## config.mk

```make
export PLATFORM = sky130hd
export DESIGN_NAME = i2c_register_transfer_sequencer_core
export DESIGN_NICKNAME = d
export VERILOG_FILES = /design/src/sv/i2crts_pkg.sv /design/src/sv/i2crts_ram.sv /design/src/sv/i2crts_step.sv /design/src/sv/i2c_register_transfer_sequencer_core.sv
export SDC_FILE = /design/constraint.sdc
export NUM_CORES = 1
export LEC_CHECK = 0
export ABC_CLOCK_PERIOD_IN_PS = 4210
export BUFFER_PORTS_ARGS = -buffer_cell sky130_fd_sc_hd__clkbuf_2
export CAP_MARGIN = 10
export CORE_ASPECT_RATIO = 1.5
export CORE_MARGIN = 2
export CORE_UTILIZATION = 51
export DETAILED_ROUTE_END_ITERATION = 12
export GPL_TIMING_DRIVEN = 0
export HOLD_SLACK_MARGIN = 0.05
export PLACE_DENSITY_LB_ADDON = 0.08
export SKIP_LAST_GASP = 1
export SLEW_MARGIN = 0
export SYNTH_ARGS = -nofsm -noshare
export SYNTH_HDL_FRONTEND = slang
export SYNTH_SLANG_ARGS = --single-unit
```

## constraint.sdc

```tcl
create_clock -name clk -period 4.21 [get_ports clk]
set_input_delay 1.0525 -clock clk [delete_from_list [all_inputs] [get_ports clk]]
set_output_delay 1.0525 -clock clk [all_outputs]
set_load 0.005 [all_outputs]
```

## src/sv/i2crts_pkg.sv

```systemverilog
package i2crts_pkg;

  // Sizing
  localparam int BUFFER_DEPTH_DEF = 16;
  localparam int COUNT_W          = 5;

  typedef logic [COUNT_W-1:0] count_t;

  // Command codes
  localparam logic [2:0] CMD_LOAD    = 3'd0;
  localparam logic [2:0] CMD_READ    = 3'd1;
  localparam logic [2:0] CMD_WRITE   = 3'd2;
  localparam logic [2:0] CMD_TX_RDY  = 3'd3;
  localparam logic [2:0] CMD_RX_BYTE = 3'd4;

  // Phase codes as seen on the result
  localparam logic [2:0] PH_IDLE   = 3'd0;
  localparam logic [2:0] PH_REG    = 3'd1;
  localparam logic [2:0] PH_SWITCH = 3'd2;
  localparam logic [2:0] PH_RX     = 3'd3;
  localparam logic [2:0] PH_TX     = 3'd4;

  // Sequencer state, one-hot
  typedef enum logic [4:0] {
    ST_IDLE   = 5'b00001,
    ST_REG    = 5'b00010,
    ST_SWITCH = 5'b00100,
    ST_RX     = 5'b01000,
    ST_TX     = 5'b10000
  } seq_state_t;

  typedef struct packed {
    logic [2:0] cmd;
    logic [6:0] dev_id;
    logic [7:0] reg_id;
    logic [4:0] count;
    logic [7:0] data;
    logic [3:0] index;
  } in_item_t;

  typedef struct packed {
    logic       start_request;
    logic       receive_dir;
    logic       tx_valid;
    logic [7:0] tx_byte;
    logic       stop_request;
    logic       rx_valid;
    logic [3:0] rx_index;
    logic [7:0] rx_data;
    logic [6:0] target_addr;
    logic [2:0] phase;
    logic       done_res;
  } out_item_t;

  // One-hot state to external phase code
  function automatic logic [2:0] phase_code(seq_state_t st);
    logic [2:0] code;
    unique case (st)
      ST_IDLE:   code = PH_IDLE;
      ST_REG:    code = PH_REG;
      ST_SWITCH: code = PH_SWITCH;
      ST_RX:     code = PH_RX;
      ST_TX:     code = PH_TX;
      default:   code = PH_IDLE;
    endcase
    return code;
  endfunction

endpackage

```

## src/sv/i2crts_ram.sv

```systemverilog
module i2crts_ram #(
  parameter int WIDTH  = 8,
  parameter int DEPTH  = 16,
  parameter int ADDR_W = (DEPTH > 1) ? $clog2(DEPTH) : 1
) (
  input  logic              clk,
  input  logic              we,
  input  logic [ADDR_W-1:0] waddr,
  input  logic [WIDTH-1:0]  wdata,
  input  logic [ADDR_W-1:0] raddr,
  output logic [WIDTH-1:0]  rdata
);

  logic [WIDTH-1:0] mem [DEPTH];

  // Write port and registered read port
  always_ff @(posedge clk) begin
    if (we) begin
      mem[waddr] <= wdata;
    end
    rdata <= mem[raddr];
  end

endmodule

```

## src/sv/i2crts_step.sv

```systemverilog
module i2crts_step #(
  parameter int BUFFER_DEPTH = i2crts_pkg::BUFFER_DEPTH_DEF,
  parameter int ADDR_W       = (BUFFER_DEPTH > 1) ? $clog2(BUFFER_DEPTH) : 1
) (
  input  logic                  clk,
  input  logic                  rst_n,
  input  logic                  adv,
  input  i2crts_pkg::in_item_t  item,
  input  logic [7:0]            store_rdata,
  output i2crts_pkg::out_item_t result,
  output logic                  store_we,
  output logic [ADDR_W-1:0]     store_waddr,
  output logic [7:0]            store_wdata,
  output logic [ADDR_W-1:0]     store_raddr
);

  i2crts_pkg::seq_state_t phase_r, phase_nxt;
  logic [7:0]             reg_id_r, reg_id_nxt;
  logic [6:0]             dev_id_r, dev_id_nxt;
  i2crts_pkg::count_t     rx_rem_r, rx_rem_nxt;
  i2crts_pkg::count_t     tx_rem_r, tx_rem_nxt;
  i2crts_pkg::count_t     rx_pos_r, rx_pos_nxt;
  i2crts_pkg::count_t     tx_pos_r, tx_pos_nxt;

  i2crts_pkg::count_t     cnt_clamped;
  i2crts_pkg::count_t     rx_rem_left;
  logic                   load_in_range;
  logic                   start, txv, stop, rxv, done;
  logic [7:0]             txb, rxd;
  logic [3:0]             rxi;

  // Count clamp and load slot range
  assign cnt_clamped   = (9'(item.count) > 9'(BUFFER_DEPTH)) ?
                         i2crts_pkg::COUNT_W'(BUFFER_DEPTH) : item.count;
  assign load_in_range = 9'(item.index) < 9'(BUFFER_DEPTH);

  // Next state and result for the item in the input register
  always_comb begin
    phase_nxt    = phase_r;
    reg_id_nxt   = reg_id_r;
    dev_id_nxt   = dev_id_r;
    rx_rem_nxt   = rx_rem_r;
    tx_rem_nxt   = tx_rem_r;
    rx_pos_nxt   = rx_pos_r;
    tx_pos_nxt   = tx_pos_r;
    rx_rem_left  = rx_rem_r;
    start        = 1'b0;
    txv          = 1'b0;
    txb          = 8'd0;
    stop         = 1'b0;
    rxv          = 1'b0;
    rxi          = 4'd0;
    rxd          = 8'd0;
    done         = 1'b0;
    store_we     = 1'b0;

    unique case (item.cmd)
      i2crts_pkg::CMD_LOAD: begin
        store_we = adv & load_in_range;
      end
      i2crts_pkg::CMD_READ, i2crts_pkg::CMD_WRITE: begin
        phase_nxt    = i2crts_pkg::ST_REG;
        reg_id_nxt   = item.reg_id;
        dev_id_nxt   = item.dev_id;
        rx_rem_nxt   = (item.cmd == i2crts_pkg::CMD_READ) ? cnt_clamped : '0;
        tx_rem_nxt   = (item.cmd == i2crts_pkg::CMD_READ) ? '0 : cnt_clamped;
        rx_pos_nxt   = '0;
        tx_pos_nxt   = '0;
        start        = 1'b1;
      end
      i2crts_pkg::CMD_TX_RDY: begin
        unique case (phase_r)
          i2crts_pkg::ST_REG: begin
            txv       = 1'b1;
            txb       = reg_id_r;
            phase_nxt = (rx_rem_r != '0) ? i2crts_pkg::ST_SWITCH : i2crts_pkg::ST_TX;
          end
          i2crts_pkg::ST_SWITCH: begin
            start     = 1'b1;
            phase_nxt = i2crts_pkg::ST_RX;
            stop      = (rx_rem_r == i2crts_pkg::COUNT_W'(1));
          end
          i2crts_pkg::ST_TX: begin
            if (tx_rem_r != '0) begin
              txv        = 1'b1;
              txb        = store_rdata;
              tx_pos_nxt = tx_pos_r + 1'b1;
              tx_rem_nxt = tx_rem_r - 1'b1;
            end else begin
              stop      = 1'b1;
              phase_nxt = i2crts_pkg::ST_IDLE;
              done      = 1'b1;
            end
          end
          default: ;
        endcase
      end
      i2crts_pkg::CMD_RX_BYTE: begin
        if (phase_r == i2crts_pkg::ST_RX) begin
          if (rx_rem_r != '0) begin
            rxv         = 1'b1;
            rxi         = rx_pos_r[3:0];
            rxd         = item.data;
            rx_pos_nxt  = rx_pos_r + 1'b1;
            rx_rem_left = rx_rem_r - 1'b1;
          end
          rx_rem_nxt = rx_rem_left;
          if (rx_rem_left == i2crts_pkg::COUNT_W'(1)) begin
            stop = 1'b1;
          end else if (rx_rem_left == '0) begin
            phase_nxt = i2crts_pkg::ST_IDLE;
            done      = 1'b1;
          end
        end
      end
      default: ;
    endcase
  end

  // Store port: write on load, read prefetches the next tx slot
  assign store_waddr = ADDR_W'(item.index);
  assign store_wdata = item.data;
  assign store_raddr = adv ? ADDR_W'(tx_pos_nxt) : ADDR_W'(tx_pos_r);

  // Result fields
  always_comb begin
    result.start_request = start;
    result.receive_dir   = (phase_nxt == i2crts_pkg::ST_RX);
    result.tx_valid      = txv;
    result.tx_byte       = txb;
    result.stop_request  = stop;
    result.rx_valid      = rxv;
    result.rx_index      = rxi;
    result.rx_data       = rxd;
    result.target_addr   = dev_id_nxt;
    result.phase         = i2crts_pkg::phase_code(phase_nxt);
    result.done_res      = done;
  end

  // Sequencer state
  always_ff @(posedge clk) begin
    if (!rst_n) begin
      phase_r    <= i2crts_pkg::ST_IDLE;
      reg_id_r   <= '0;
      dev_id_r   <= '0;
      rx_rem_r   <= '0;
      tx_rem_r   <= '0;
      rx_pos_r   <= '0;
      tx_pos_r   <= '0;
    end else if (adv) begin
      phase_r    <= phase_nxt;
      reg_id_r   <= reg_id_nxt;
      dev_id_r   <= dev_id_nxt;
      rx_rem_r   <= rx_rem_nxt;
      tx_rem_r   <= tx_rem_nxt;
      rx_pos_r   <= rx_pos_nxt;
      tx_pos_r   <= tx_pos_nxt;
    end
  end

endmodule

```

## src/sv/i2c_register_transfer_sequencer_core.sv

```systemverilog
// I2C master register transfer sequencer. Each input item is a command (load a
// transmit byte, start a read or write) or a bus event (transmit ready, byte
// received); each gives exactly one result item with the bus requests, the
// phase after the step and any received byte with its index. One item is taken
// per clock unless the input stalls; an item passes an input register, one step
// of sequencer logic and a result register, and its result is offered on the
// output until it is taken. The input register takes an item while a result
// waits if it is empty, so the input stalls only when both stages are full
// behind a stalled output. Transmit bytes sit in a BUFFER_DEPTH-entry RAM
// whose registered read port prefetches the next transmit slot, with a bypass
// for a load to that slot.
module i2c_register_transfer_sequencer_core #(
  parameter int BUFFER_DEPTH = i2crts_pkg::BUFFER_DEPTH_DEF
) (
  input  logic                  clk,
  input  logic                  rst_n,
  input  logic                  in_valid,
  output logic                  in_stall,
  input  i2crts_pkg::in_item_t  in_item,
  output logic                  out_valid,
  input  logic                  out_stall,
  output i2crts_pkg::out_item_t out_item
);

  localparam int AddrW = (BUFFER_DEPTH > 1) ? $clog2(BUFFER_DEPTH) : 1;

  logic                  in_valid_r, in_valid_nxt;
  i2crts_pkg::in_item_t  in_item_r;
  logic                  out_valid_r, out_valid_nxt;
  i2crts_pkg::out_item_t out_item_r;
  i2crts_pkg::out_item_t step_result;
  logic                  in_accept, adv;

  logic                  store_we;
  logic [AddrW-1:0]      store_waddr, store_raddr;
  logic [7:0]            store_wdata, ram_rdata, store_rdata;
  logic                  byp_hit_r;
  logic [7:0]            byp_data_r;

  // Handshake: the input stage moves on when the result register is empty or its result is taken
  assign adv       = in_valid_r & (~out_valid_r | ~out_stall);
  assign in_stall  = in_valid_r & out_valid_r & out_stall;
  assign in_accept = in_valid & ~in_stall;

  always_comb begin
    in_valid_nxt = in_valid_r;
    if (in_accept) begin
      in_valid_nxt = 1'b1;
    end else if (adv) begin
      in_valid_nxt = 1'b0;
    end
  end

  always_comb begin
    out_valid_nxt = out_valid_r;
    if (adv) begin
      out_valid_nxt = 1'b1;
    end else if (!out_stall) begin
      out_valid_nxt = 1'b0;
    end
  end

  always_ff @(posedge clk) begin
    if (!rst_n) begin
      in_valid_r  <= 1'b0;
      out_valid_r <= 1'b0;
      byp_hit_r   <= 1'b0;
    end else begin
      in_valid_r  <= in_valid_nxt;
      out_valid_r <= out_valid_nxt;
      byp_hit_r   <= store_we & (store_waddr == store_raddr);
    end
  end

  // Payload registers
  always_ff @(posedge clk) begin
    if (in_accept) begin
      in_item_r <= in_item;
    end
    if (adv) begin
      out_item_r <= step_result;
    end
    byp_data_r <= store_wdata;
  end

  // Transmit store with write-to-read bypass
  i2crts_ram #(
    .WIDTH (8),
    .DEPTH (BUFFER_DEPTH),
    .ADDR_W(AddrW)
  ) u_tx_store (
    .clk  (clk),
    .we   (store_we),
    .waddr(store_waddr),
    .wdata(store_wdata),
    .raddr(store_raddr),
    .rdata(ram_rdata)
  );

  assign store_rdata = byp_hit_r ? byp_data_r : ram_rdata;

  // Sequencer step
  i2crts_step #(
    .BUFFER_DEPTH(BUFFER_DEPTH),
    .ADDR_W      (AddrW)
  ) u_step (
    .clk        (clk),
    .rst_n      (rst_n),
    .adv        (adv),
    .item       (in_item_r),
    .store_rdata(store_rdata),
    .result     (step_result),
    .store_we   (store_we),
    .store_waddr(store_waddr),
    .store_wdata(store_wdata),
    .store_raddr(store_raddr)
  );

  assign out_valid = out_valid_r;
  assign out_item  = out_item_r;

endmodule

```

==> summary.md, run 1 <==
| Metric | Value |
|---|---|
| Reg-to-Reg Start | `in_valid_r$_SDFFE_PN0P_` |
| Initial antenna violation count | `0` |
| Post-synth EDFFs | `199` |
| Worst path arrival time | `4340 ps` |
| Fin cells | `1149` |
| Total Power | `5019 uW` |
| Final Hold Vio Count | `0` |
| Clk buf depth | `3` |
| Critical path data required time | `4580 ps` |
| Asr flop ratio synth | `0%` |
| Layout fillers | `1586` |
| Ys flop type | `edfxtp_1` |
| F_max | `251.8 MHz` |
| Iter 0 DRT Violations | `527` |
| Slew Limit Headroom | `27.74%` |
| Hold endpoint | `u_step.reg_id_r[2]$_SDFFE_PN0P_` |
| Vias | `6578` |
| Dpl cells | `1104` |
| Post-Synth XOR/XNOR Area | `0.8544%` |
| Slew Limit Fails | `0` |
| Largest family of logic cells by synthesized area | `simple AND/OR/NAND/NOR gates` |
| DIE AREA | `21270 sq um` |
| Total CTS buffers | `24` |
| Worst setup path start | `out_stall` |
| Starting density of the core | `51.81%` |
| Vias in the first global route | `6609` |
| Post-synthesis sequential area ratio | `69.43%` |
| Wire length per cell | `20.16 microns` |
| Nets@finish | `917` |
| Clock-pin transition on the worst setup and hold timing paths | `60 ps` |
| Port bufs | `76` |
| Largest net degree at the start of global routing | `46` |
| Total GRT Usage | `21.93%` |
| Area growth, synth to finish | `14.66%` |
| CTS tree | `yes` |
| FF-to-FF setup slack | `510 ps` |
| I/O pins | `77` |
| Fin Clk Skew | `9.281 ps` |
| Netlist Area Pre-Place | `10250 sq um` |
| Post-synthesis cell type count | `69` |
| Share of layout cells above drive strength 1 | `18.11%` |
| Leak | `0.004229 uW` |
| RSZ-0062 raised after global routing | `false` |
| Clock period minus worst slack | `3971 ps` |
| Dpl hpwl | `16230 microns` |
| Worst-Margin Slew | `1076 ps` |
| Setup CP Type | `in2reg` |
| H-tree depth | `1` |
| Final worst setup slack | `238.6 ps` |
| # diodes | `0` |
| Post-synthesis compound-gate area fraction | `10.09%` |
| Die Span Y | `177.6 microns` |
| Adder-cell share of the synthesized area | `0.8544%` |
| Worst hold path type | `reg2reg` |
| Routed wire length | `23160 microns` |
| Number of cells on the worst hold path | `2` |
| YS warnings | `0` |
| Crit-path max FO | `45` |
| Syn Nets | `812` |
| Yosys reg bits | `256` |
| Vias per cell | `5.725` |
| Simple-gate area share of the yosys netlist | `11.31%` |
| Setup WS pre-CTS | `-623.0 ps` |
| Worst Setup End Kind | `flip-flop` |
| Die Span X | `119.8 microns` |
| Sum of negative setup slack | `0 ps` |
| Max Cap Viol | `0` |
| Skew-Pair Late Insertion Delay | `520 ps` |
| Sinks on Clock Net | `256` |
| Overflow after GRT | `0` |
| Pre-Repair DR Iteration Count | `5` |
| Final setup viols | `0` |
| Cells after synthesis | `766` |
| Status | `complete, no violations` |
| VDD IR-drop max | `303.7 uV` |
| DRC | `0` |
| Root Buffer | `clkbuf_16` |
| Mux cell area share after synthesis | `5.065%` |
| Core region area | `19790 sq um` |
| Reg2Reg Depth | `10` |
| Post-route cell area | `11750 sq um` |
| Power per cell area | `427.0 nW/um^2` |
| Rows | `63` |
| CP Launch Type | `input pin` |
| Setup bufs post-CTS | `0` |
| Detail Route Antenna Nets | `0` |
| Cell area after placement | `11000 sq um` |
| Hold Crit Start | `u_step.reg_id_r[2]$_SDFFE_PN0P_` |
| Routability cong. | `0.8948` |
| Reg-to-reg endpoint | `u_tx_store.rdata[1]$_DFF_P_` |
| Syn avg cell area | `13.38 sq um` |
| First-pass GRT wire length | `36090 microns` |
| Final Cycle Share | `94.33%` |
[report_power, final]
group / leakage (uW) / switching [uW] / internal, uW
logic: 0.00157 / 96.9 / 63.0
registers: 0.00230 / 49.8 / 2770
clock network: 0.000359 / 899 / 1140
total: 0.00423 / 1050 / 3970
[worst max-delay path, stage by stage]
cell      delay, ps
clkbuf_2        100
a21bo_2         200
clkbuf_1        270
inv_4           520
nand2_1         310
o21a_1          300
nor2_4          280
buf_4           290
mux2i_1         320
a221oi_1        200
or4_1           470
[routing by layer]
| metal | wire, microns | GRT usage, % | vias to the layer above |
|---|---|---|---|
| li1 | - | - | 3117 |
| met4 | 593 | 7.255 | 0 |
| met2 | 12900 | 42.12 | 202 |
| met1 | 8719 | 24.78 | 3219 |
| met3 | 946 | 3.021 | 40 |
| met5 | 0 | 0 | - |
[cell type report]
type,count,area (sq um),area share [%]
plain buffers,37,188.9,1.607
clock buffers,30,633.1,5.386
clock inverters,14,111.4,0.9474
inverters,15,58.81,0.5003
multi-input cells,458,2902,24.69
flip-flops and latches,256,7117,60.55
well taps,260,325.3,2.768
repair buffers,79,417.9,3.555
[metrics by stage]
| stage | utilization (%) | hold slack [ps] |
|---|---|---|
| after global placement | 55.38 | 439.5 |
| final | 59.41 | 459.9 |
| after detailed placement | 55.61 | 447.6 |
| after floorplan | - | 433.8 |
| after CTS | 59.38 | 456.2 |
| after global routing | 59.41 | 485.9 |
[layout by cell type, fill, tap and decap left out, types with 4 or more instances in the layout]
cell,count
mux2i_1,35
nand3b_1,4
edfxtp_1,199
a22oi_1,10
inv_1,13
nor2b_1,4
nand2_1,81
dfxtp_1,57
buf_4,8
xor2_1,5
a221oi_1,28
and3_1,14
a21oi_1,62
mux2_2,15
clkbuf_2,76
clkbuf_16,24
clkinv_1,4
xnor2_1,5
buf_2,6
o21ai_0,12
ha_1,7
nand3_1,11
o21a_1,4
or4_1,7
nor2_1,63
nor3_1,14
nand2b_1,9
clkinv_2,5
clkbuf_1,26
o21ai_1,5
[flip-flops by register name, summed over array words and instances (netlist names)]
register          cells
byp_data_r            8
out_valid             1
u_step.phase_r        5
u_tx_store.rdata      8
in_valid_r            1
out_item             36
u_step.reg_id_r       8
u_step.tx_pos_r       4
in_item_r            35
byp_hit_r             1
u_step.tx_rem_r       5
u_step.rx_pos_r       4
u_step.dev_id_r       7
u_step.rx_rem_r       5
u_tx_store.mem      128
[cells by family (layout without fill, tap and decap cells)]
kind of cell             Yosys count  in the layout
buffers and inverters             52            175
XOR/XNOR                          10             10
AO/OA/AOI/OAI                    153            153
multiplexers                      50             50
flip-flops                       256            256
adder cells (fa/ha/maj)            7              7
AND/OR/NAND/NOR                  238            238
[Yosys cell counts (all sizes together), types with 7 or more instances]
| library cell | n | area, sq um |
|---|---|---|
| clkbuf | 21 | 78.83 |
| mux2 | 15 | 168.9 |
| nand2b | 9 | 56.30 |
| edfxtp | 199 | 5976 |
| dfxtp | 57 | 1141 |
| nor2 | 64 | 247.7 |
| a22oi | 10 | 75.07 |
| mux2i | 35 | 350.3 |
| inv | 14 | 52.55 |
| or4 | 7 | 52.55 |
| nand2 | 81 | 304.0 |
| a221oi | 28 | 245.2 |
| o21ai | 17 | 85.08 |
| buf | 16 | 110.1 |
| and3 | 14 | 87.58 |
| nor3 | 16 | 85.08 |
| a21oi | 62 | 310.3 |
| ha | 7 | 87.58 |
| nand3 | 11 | 55.05 |
[what timing repair did]
action                                 4_1_cts  5_1_grt
gates resized for setup                      1        0
hold buffers                                 0        0
setup endpoints to repair                    6        0
endpoints found under the hold margin        0        0
[how the worst max path moves through the flow]
| stage | end | slack [ps] | depth (start not counted) |
|---|---|---|---|
| after floorplan | u_tx_store.rdata[2]$_DFF_P_ | 390 | 10 |
| after global placement | u_tx_store.rdata[7]$_DFF_P_ | -550 | 11 |
| after detailed placement | u_tx_store.rdata[2]$_DFF_P_ | -620 | 11 |
| after CTS | u_tx_store.rdata[2]$_DFF_P_ | 260 | 11 |
| after global routing | u_tx_store.rdata[2]$_DFF_P_ | 100 | 11 |
| final | u_tx_store.rdata[1]$_DFF_P_ | 240 | 11 |
(Power assumes the default switching activity.)
==> run 2: changes to the inputs <==
--- a/config.mk
+++ b/config.mk
@@ -6,7 +6,7 @@
 export NUM_CORES = 1
 export LEC_CHECK = 0
 export ABC_CLOCK_PERIOD_IN_PS = 4210
-export BUFFER_PORTS_ARGS = -buffer_cell sky130_fd_sc_hd__clkbuf_2
+export BUFFER_PORTS_ARGS = -buffer_cell sky130_fd_sc_hd__buf_2
 export CAP_MARGIN = 10
 export CORE_ASPECT_RATIO = 1.5
 export CORE_MARGIN = 2
==> run 2 against run 1 <==
Wire length increased by 1.0%. Clock skew up 3.8 ps. Power increased by 2.6%. Non-clock buffer count unchanged. Worst hold slack gained 4.0 ps.
==> summary.md, run 2 (same netlist as run 1, synthesis figures left out) <==
| Metric | Value |
|---|---|
| Clock period minus worst slack | `3903 ps (-68.88 ps)` |
| Routability cong. | `0.8981 (+0.37%)` |
| Port bufs | `76 (unchanged)` |
| Reg-to-reg endpoint | `u_tx_store.rdata[2]$_DFF_P_` |
| Seq pwr share | `54.8% (-1.5 points)` |
| Vias | `6597 (+0.29%)` |
| Met3 Track Usage GR | `2.763% (-0.26 points)` |
| Setup bufs post-CTS | `0 (unchanged)` |
| Most frequent cells in the layout | `edfxtp_1, buf_2, nand2_1, nor2_1, a21oi_1` |
| Sinks on Clock Net | `256 (unchanged)` |
| VDD IR-drop max | `321.1 uV (+5.7%)` |
| Clock-pin transition on the worst setup and hold timing paths | `60 ps (about the same)` |
| Core region area | `19790 sq um (unchanged)` |
| Largest net degree at the start of global routing | `46 (unchanged)` |
| H-tree depth | `1 (unchanged)` |
| DRC | `0 (unchanged)` |
| Area growth, synth to finish | `15.22%` |
| Commonest non-fill, non-tap cell in the layout | `edfxtp_1` |
| Die Span X | `119.8 microns (unchanged)` |
| Initial antenna violation count | `0 (unchanged)` |
| Worst-Margin Slew | `1101 ps (+25.34 ps)` |
| Post-route cell area | `11810 sq um (+0.49%)` |
| Dpl hpwl | `16400 microns (+1.1%)` |
| Power per cell area | `436.0 nW/um^2 (+2.1%)` |
| Number of cells on the worst hold path | `2 (unchanged)` |
| Fin cells | `1151 (+0.17%)` |
| Slew Limit Headroom | `26.03% (-1.7 points)` |
| Leak | `0.004252 uW (+0.54%)` |
| CP Launch Type | `input pin` |
| Vias in the first global route | `6747 (+2.1%)` |
| Final core occ | `59.70% (+0.29 points)` |
| Rows | `63 (unchanged)` |
| Comb pwr share | `3.1% (about the same)` |
| Wire length per cell | `20.32 microns (+0.83%)` |
| Total GRT Usage | `22.20% (+0.27 points)` |
| GRT busiest layer | `met2` |
| Switching part of the total | `20.58% (-0.26 points)` |
| Hold endpoint | `u_step.reg_id_r[1]$_SDFFE_PN0P_` |
| # diodes | `0 (unchanged)` |
| Skew-Pair Late Insertion Delay | `520 ps (about the same)` |
| Final Hold Vio Count | `0 (unchanged)` |
| Root Buffer | `clkbuf_16` |
| Critical path data required time | `4670 ps (+90 ps)` |
| Most flop-heavy register | `u_tx_store.mem` |
| Hold Crit Start | `u_step.reg_id_r[1]$_SDFFE_PN0P_` |
| CTS tree | `yes` |
| Vias per cell | `5.732 (+0.11%)` |
| First-pass GRT wire length | `36290 microns (+0.54%)` |
| Final Cycle Share | `92.70% (-1.6 points)` |
| Met2 usage | `41.67% (-0.45 points)` |
| Clk buf depth | `3 (unchanged)` |
| Int Power | `4090 uW (+2.9%)` |
| Starting density of the core | `51.81% (unchanged)` |
| Fin Clk Skew | `13.05 ps (+3.772 ps)` |
| Slew Limit Fails | `0 (unchanged)` |
| Sw power | `1060 uW (+1.3%)` |
| Crit-path max FO | `45 (unchanged)` |
| I/O pins | `77 (unchanged)` |
| Cell area after placement | `11000 sq um (unchanged)` |
| Final worst setup slack | `307.5 ps (+68.88 ps)` |
| Dpl cells | `1104 (unchanged)` |
| Hold WS | `463.9 ps (+3.958 ps)` |
| FF-to-FF setup slack | `570 ps (+60 ps)` |
| Reg2Reg Depth | `10 (unchanged)` |
| RSZ-0062 raised after global routing | `false` |
| Worst hold path type | `reg2reg` |
| Routed wire length | `23390 microns (+1.0%)` |
| Met1 Use GR | `25.27% (+0.49 points)` |
| F_max | `256.2 MHz (+1.8%)` |
| Max Cap Viol | `0 (unchanged)` |
| Setup WS pre-CTS | `-681.1 ps (-58.14 ps)` |
| Setup CP Type | `in2reg` |
| Pre-Repair DR Iteration Count | `6 (+1)` |
| Nets@finish | `918 (+0.11%)` |
| DIE AREA | `21270 sq um (unchanged)` |
| Overflow after GRT | `0 (unchanged)` |
| Clock share of power | `42.1% (+1.5 points)` |
| Number of flip-flops in the largest register | `128 (unchanged)` |
| Reg-to-Reg Start | `in_valid_r$_SDFFE_PN0P_` |
| CTS Hold Bufs | `0 (unchanged)` |
| Worst Setup End Kind | `flip-flop` |
| Share of layout cells above drive strength 1 | `18.52% (+0.41 points)` |
| Iter 0 DRT Violations | `573 (+8.7%)` |
| Worst setup path start | `out_stall` |
| Status | `complete, no violations` |
| Total CTS buffers | `25 (+4.2%)` |
| Final setup viols | `0 (unchanged)` |
| Worst path arrival time | `4360 ps (+20 ps)` |
| Die Span Y | `177.6 microns (unchanged)` |
| Detail Route Antenna Nets | `0 (unchanged)` |
-- run 2: area by class of cell --
type	count	area, sq um
timing repair buffer	79	417.9
sequential	256	7117
clock buffer	32	671.9
buffer	37	188.9
inverter	15	61.31
tap	260	325.3
fill	1593	7974
clock inverter	14	127.6
multi-input combinational	458	2902
-- run 2: layer usage --
layer | share of wire, % | wire (microns)
met5 | 0 | 0
met4 | 4.0 | 936
met3 | 4.2 | 972
met2 | 54 | 12740
met1 | 37 | 8743
-- run 2: timing repair --
action / 4_1_cts / 5_1_grt
gates resized for setup: 1 / 1
hold endpoints to repair: 0 / 0
endpoints found under the setup margin: 7 / 1
-- run 2: power by group through the flow --
stage	Combinational, uW	Sequential, uW	Clock, uW
finish	160	2820	2170
detailed placement	160	2880	0
global route	178	2830	2300
floorplan	90.0	2860	0
CTS	161	2820	2200
global placement	152	2880	0
-- run 2: through the flow --
stage | setup TNS, ps | power [uW]
6_report | 0 | 5150
5_1_grt | 0 | 5304
2_1_floorplan | 0 | 2946
4_1_cts | 0 | 5189
3_3_place_gp | -6097 | 3029
3_5_place_dp | -5099 | 3038
-- run 2: how the worst max path moves through the flow --
stage | endpoint | depth (start not counted) | slack, ps
finish | u_tx_store.rdata[2]$_DFF_P_ | 11 | 310
CTS | u_tx_store.rdata[2]$_DFF_P_ | 11 | 200
detailed placement | u_tx_store.rdata[2]$_DFF_P_ | 11 | -680
global placement | u_tx_store.rdata[7]$_DFF_P_ | 11 | -560
floorplan | u_tx_store.rdata[2]$_DFF_P_ | 10 | 390
global route | u_tx_store.rdata[2]$_DFF_P_ | 11 | 150
-- run 2: worst max-delay path, cell delays in order --
cell	delay, ps
buf_2	110
a21bo_2	200
clkbuf_1	290
inv_6	420
nand2_1	270
o21a_1	290
nor2_4	290
clkbuf_1	420
a21oi_1	130
a221oi_1	630
or4_1	240
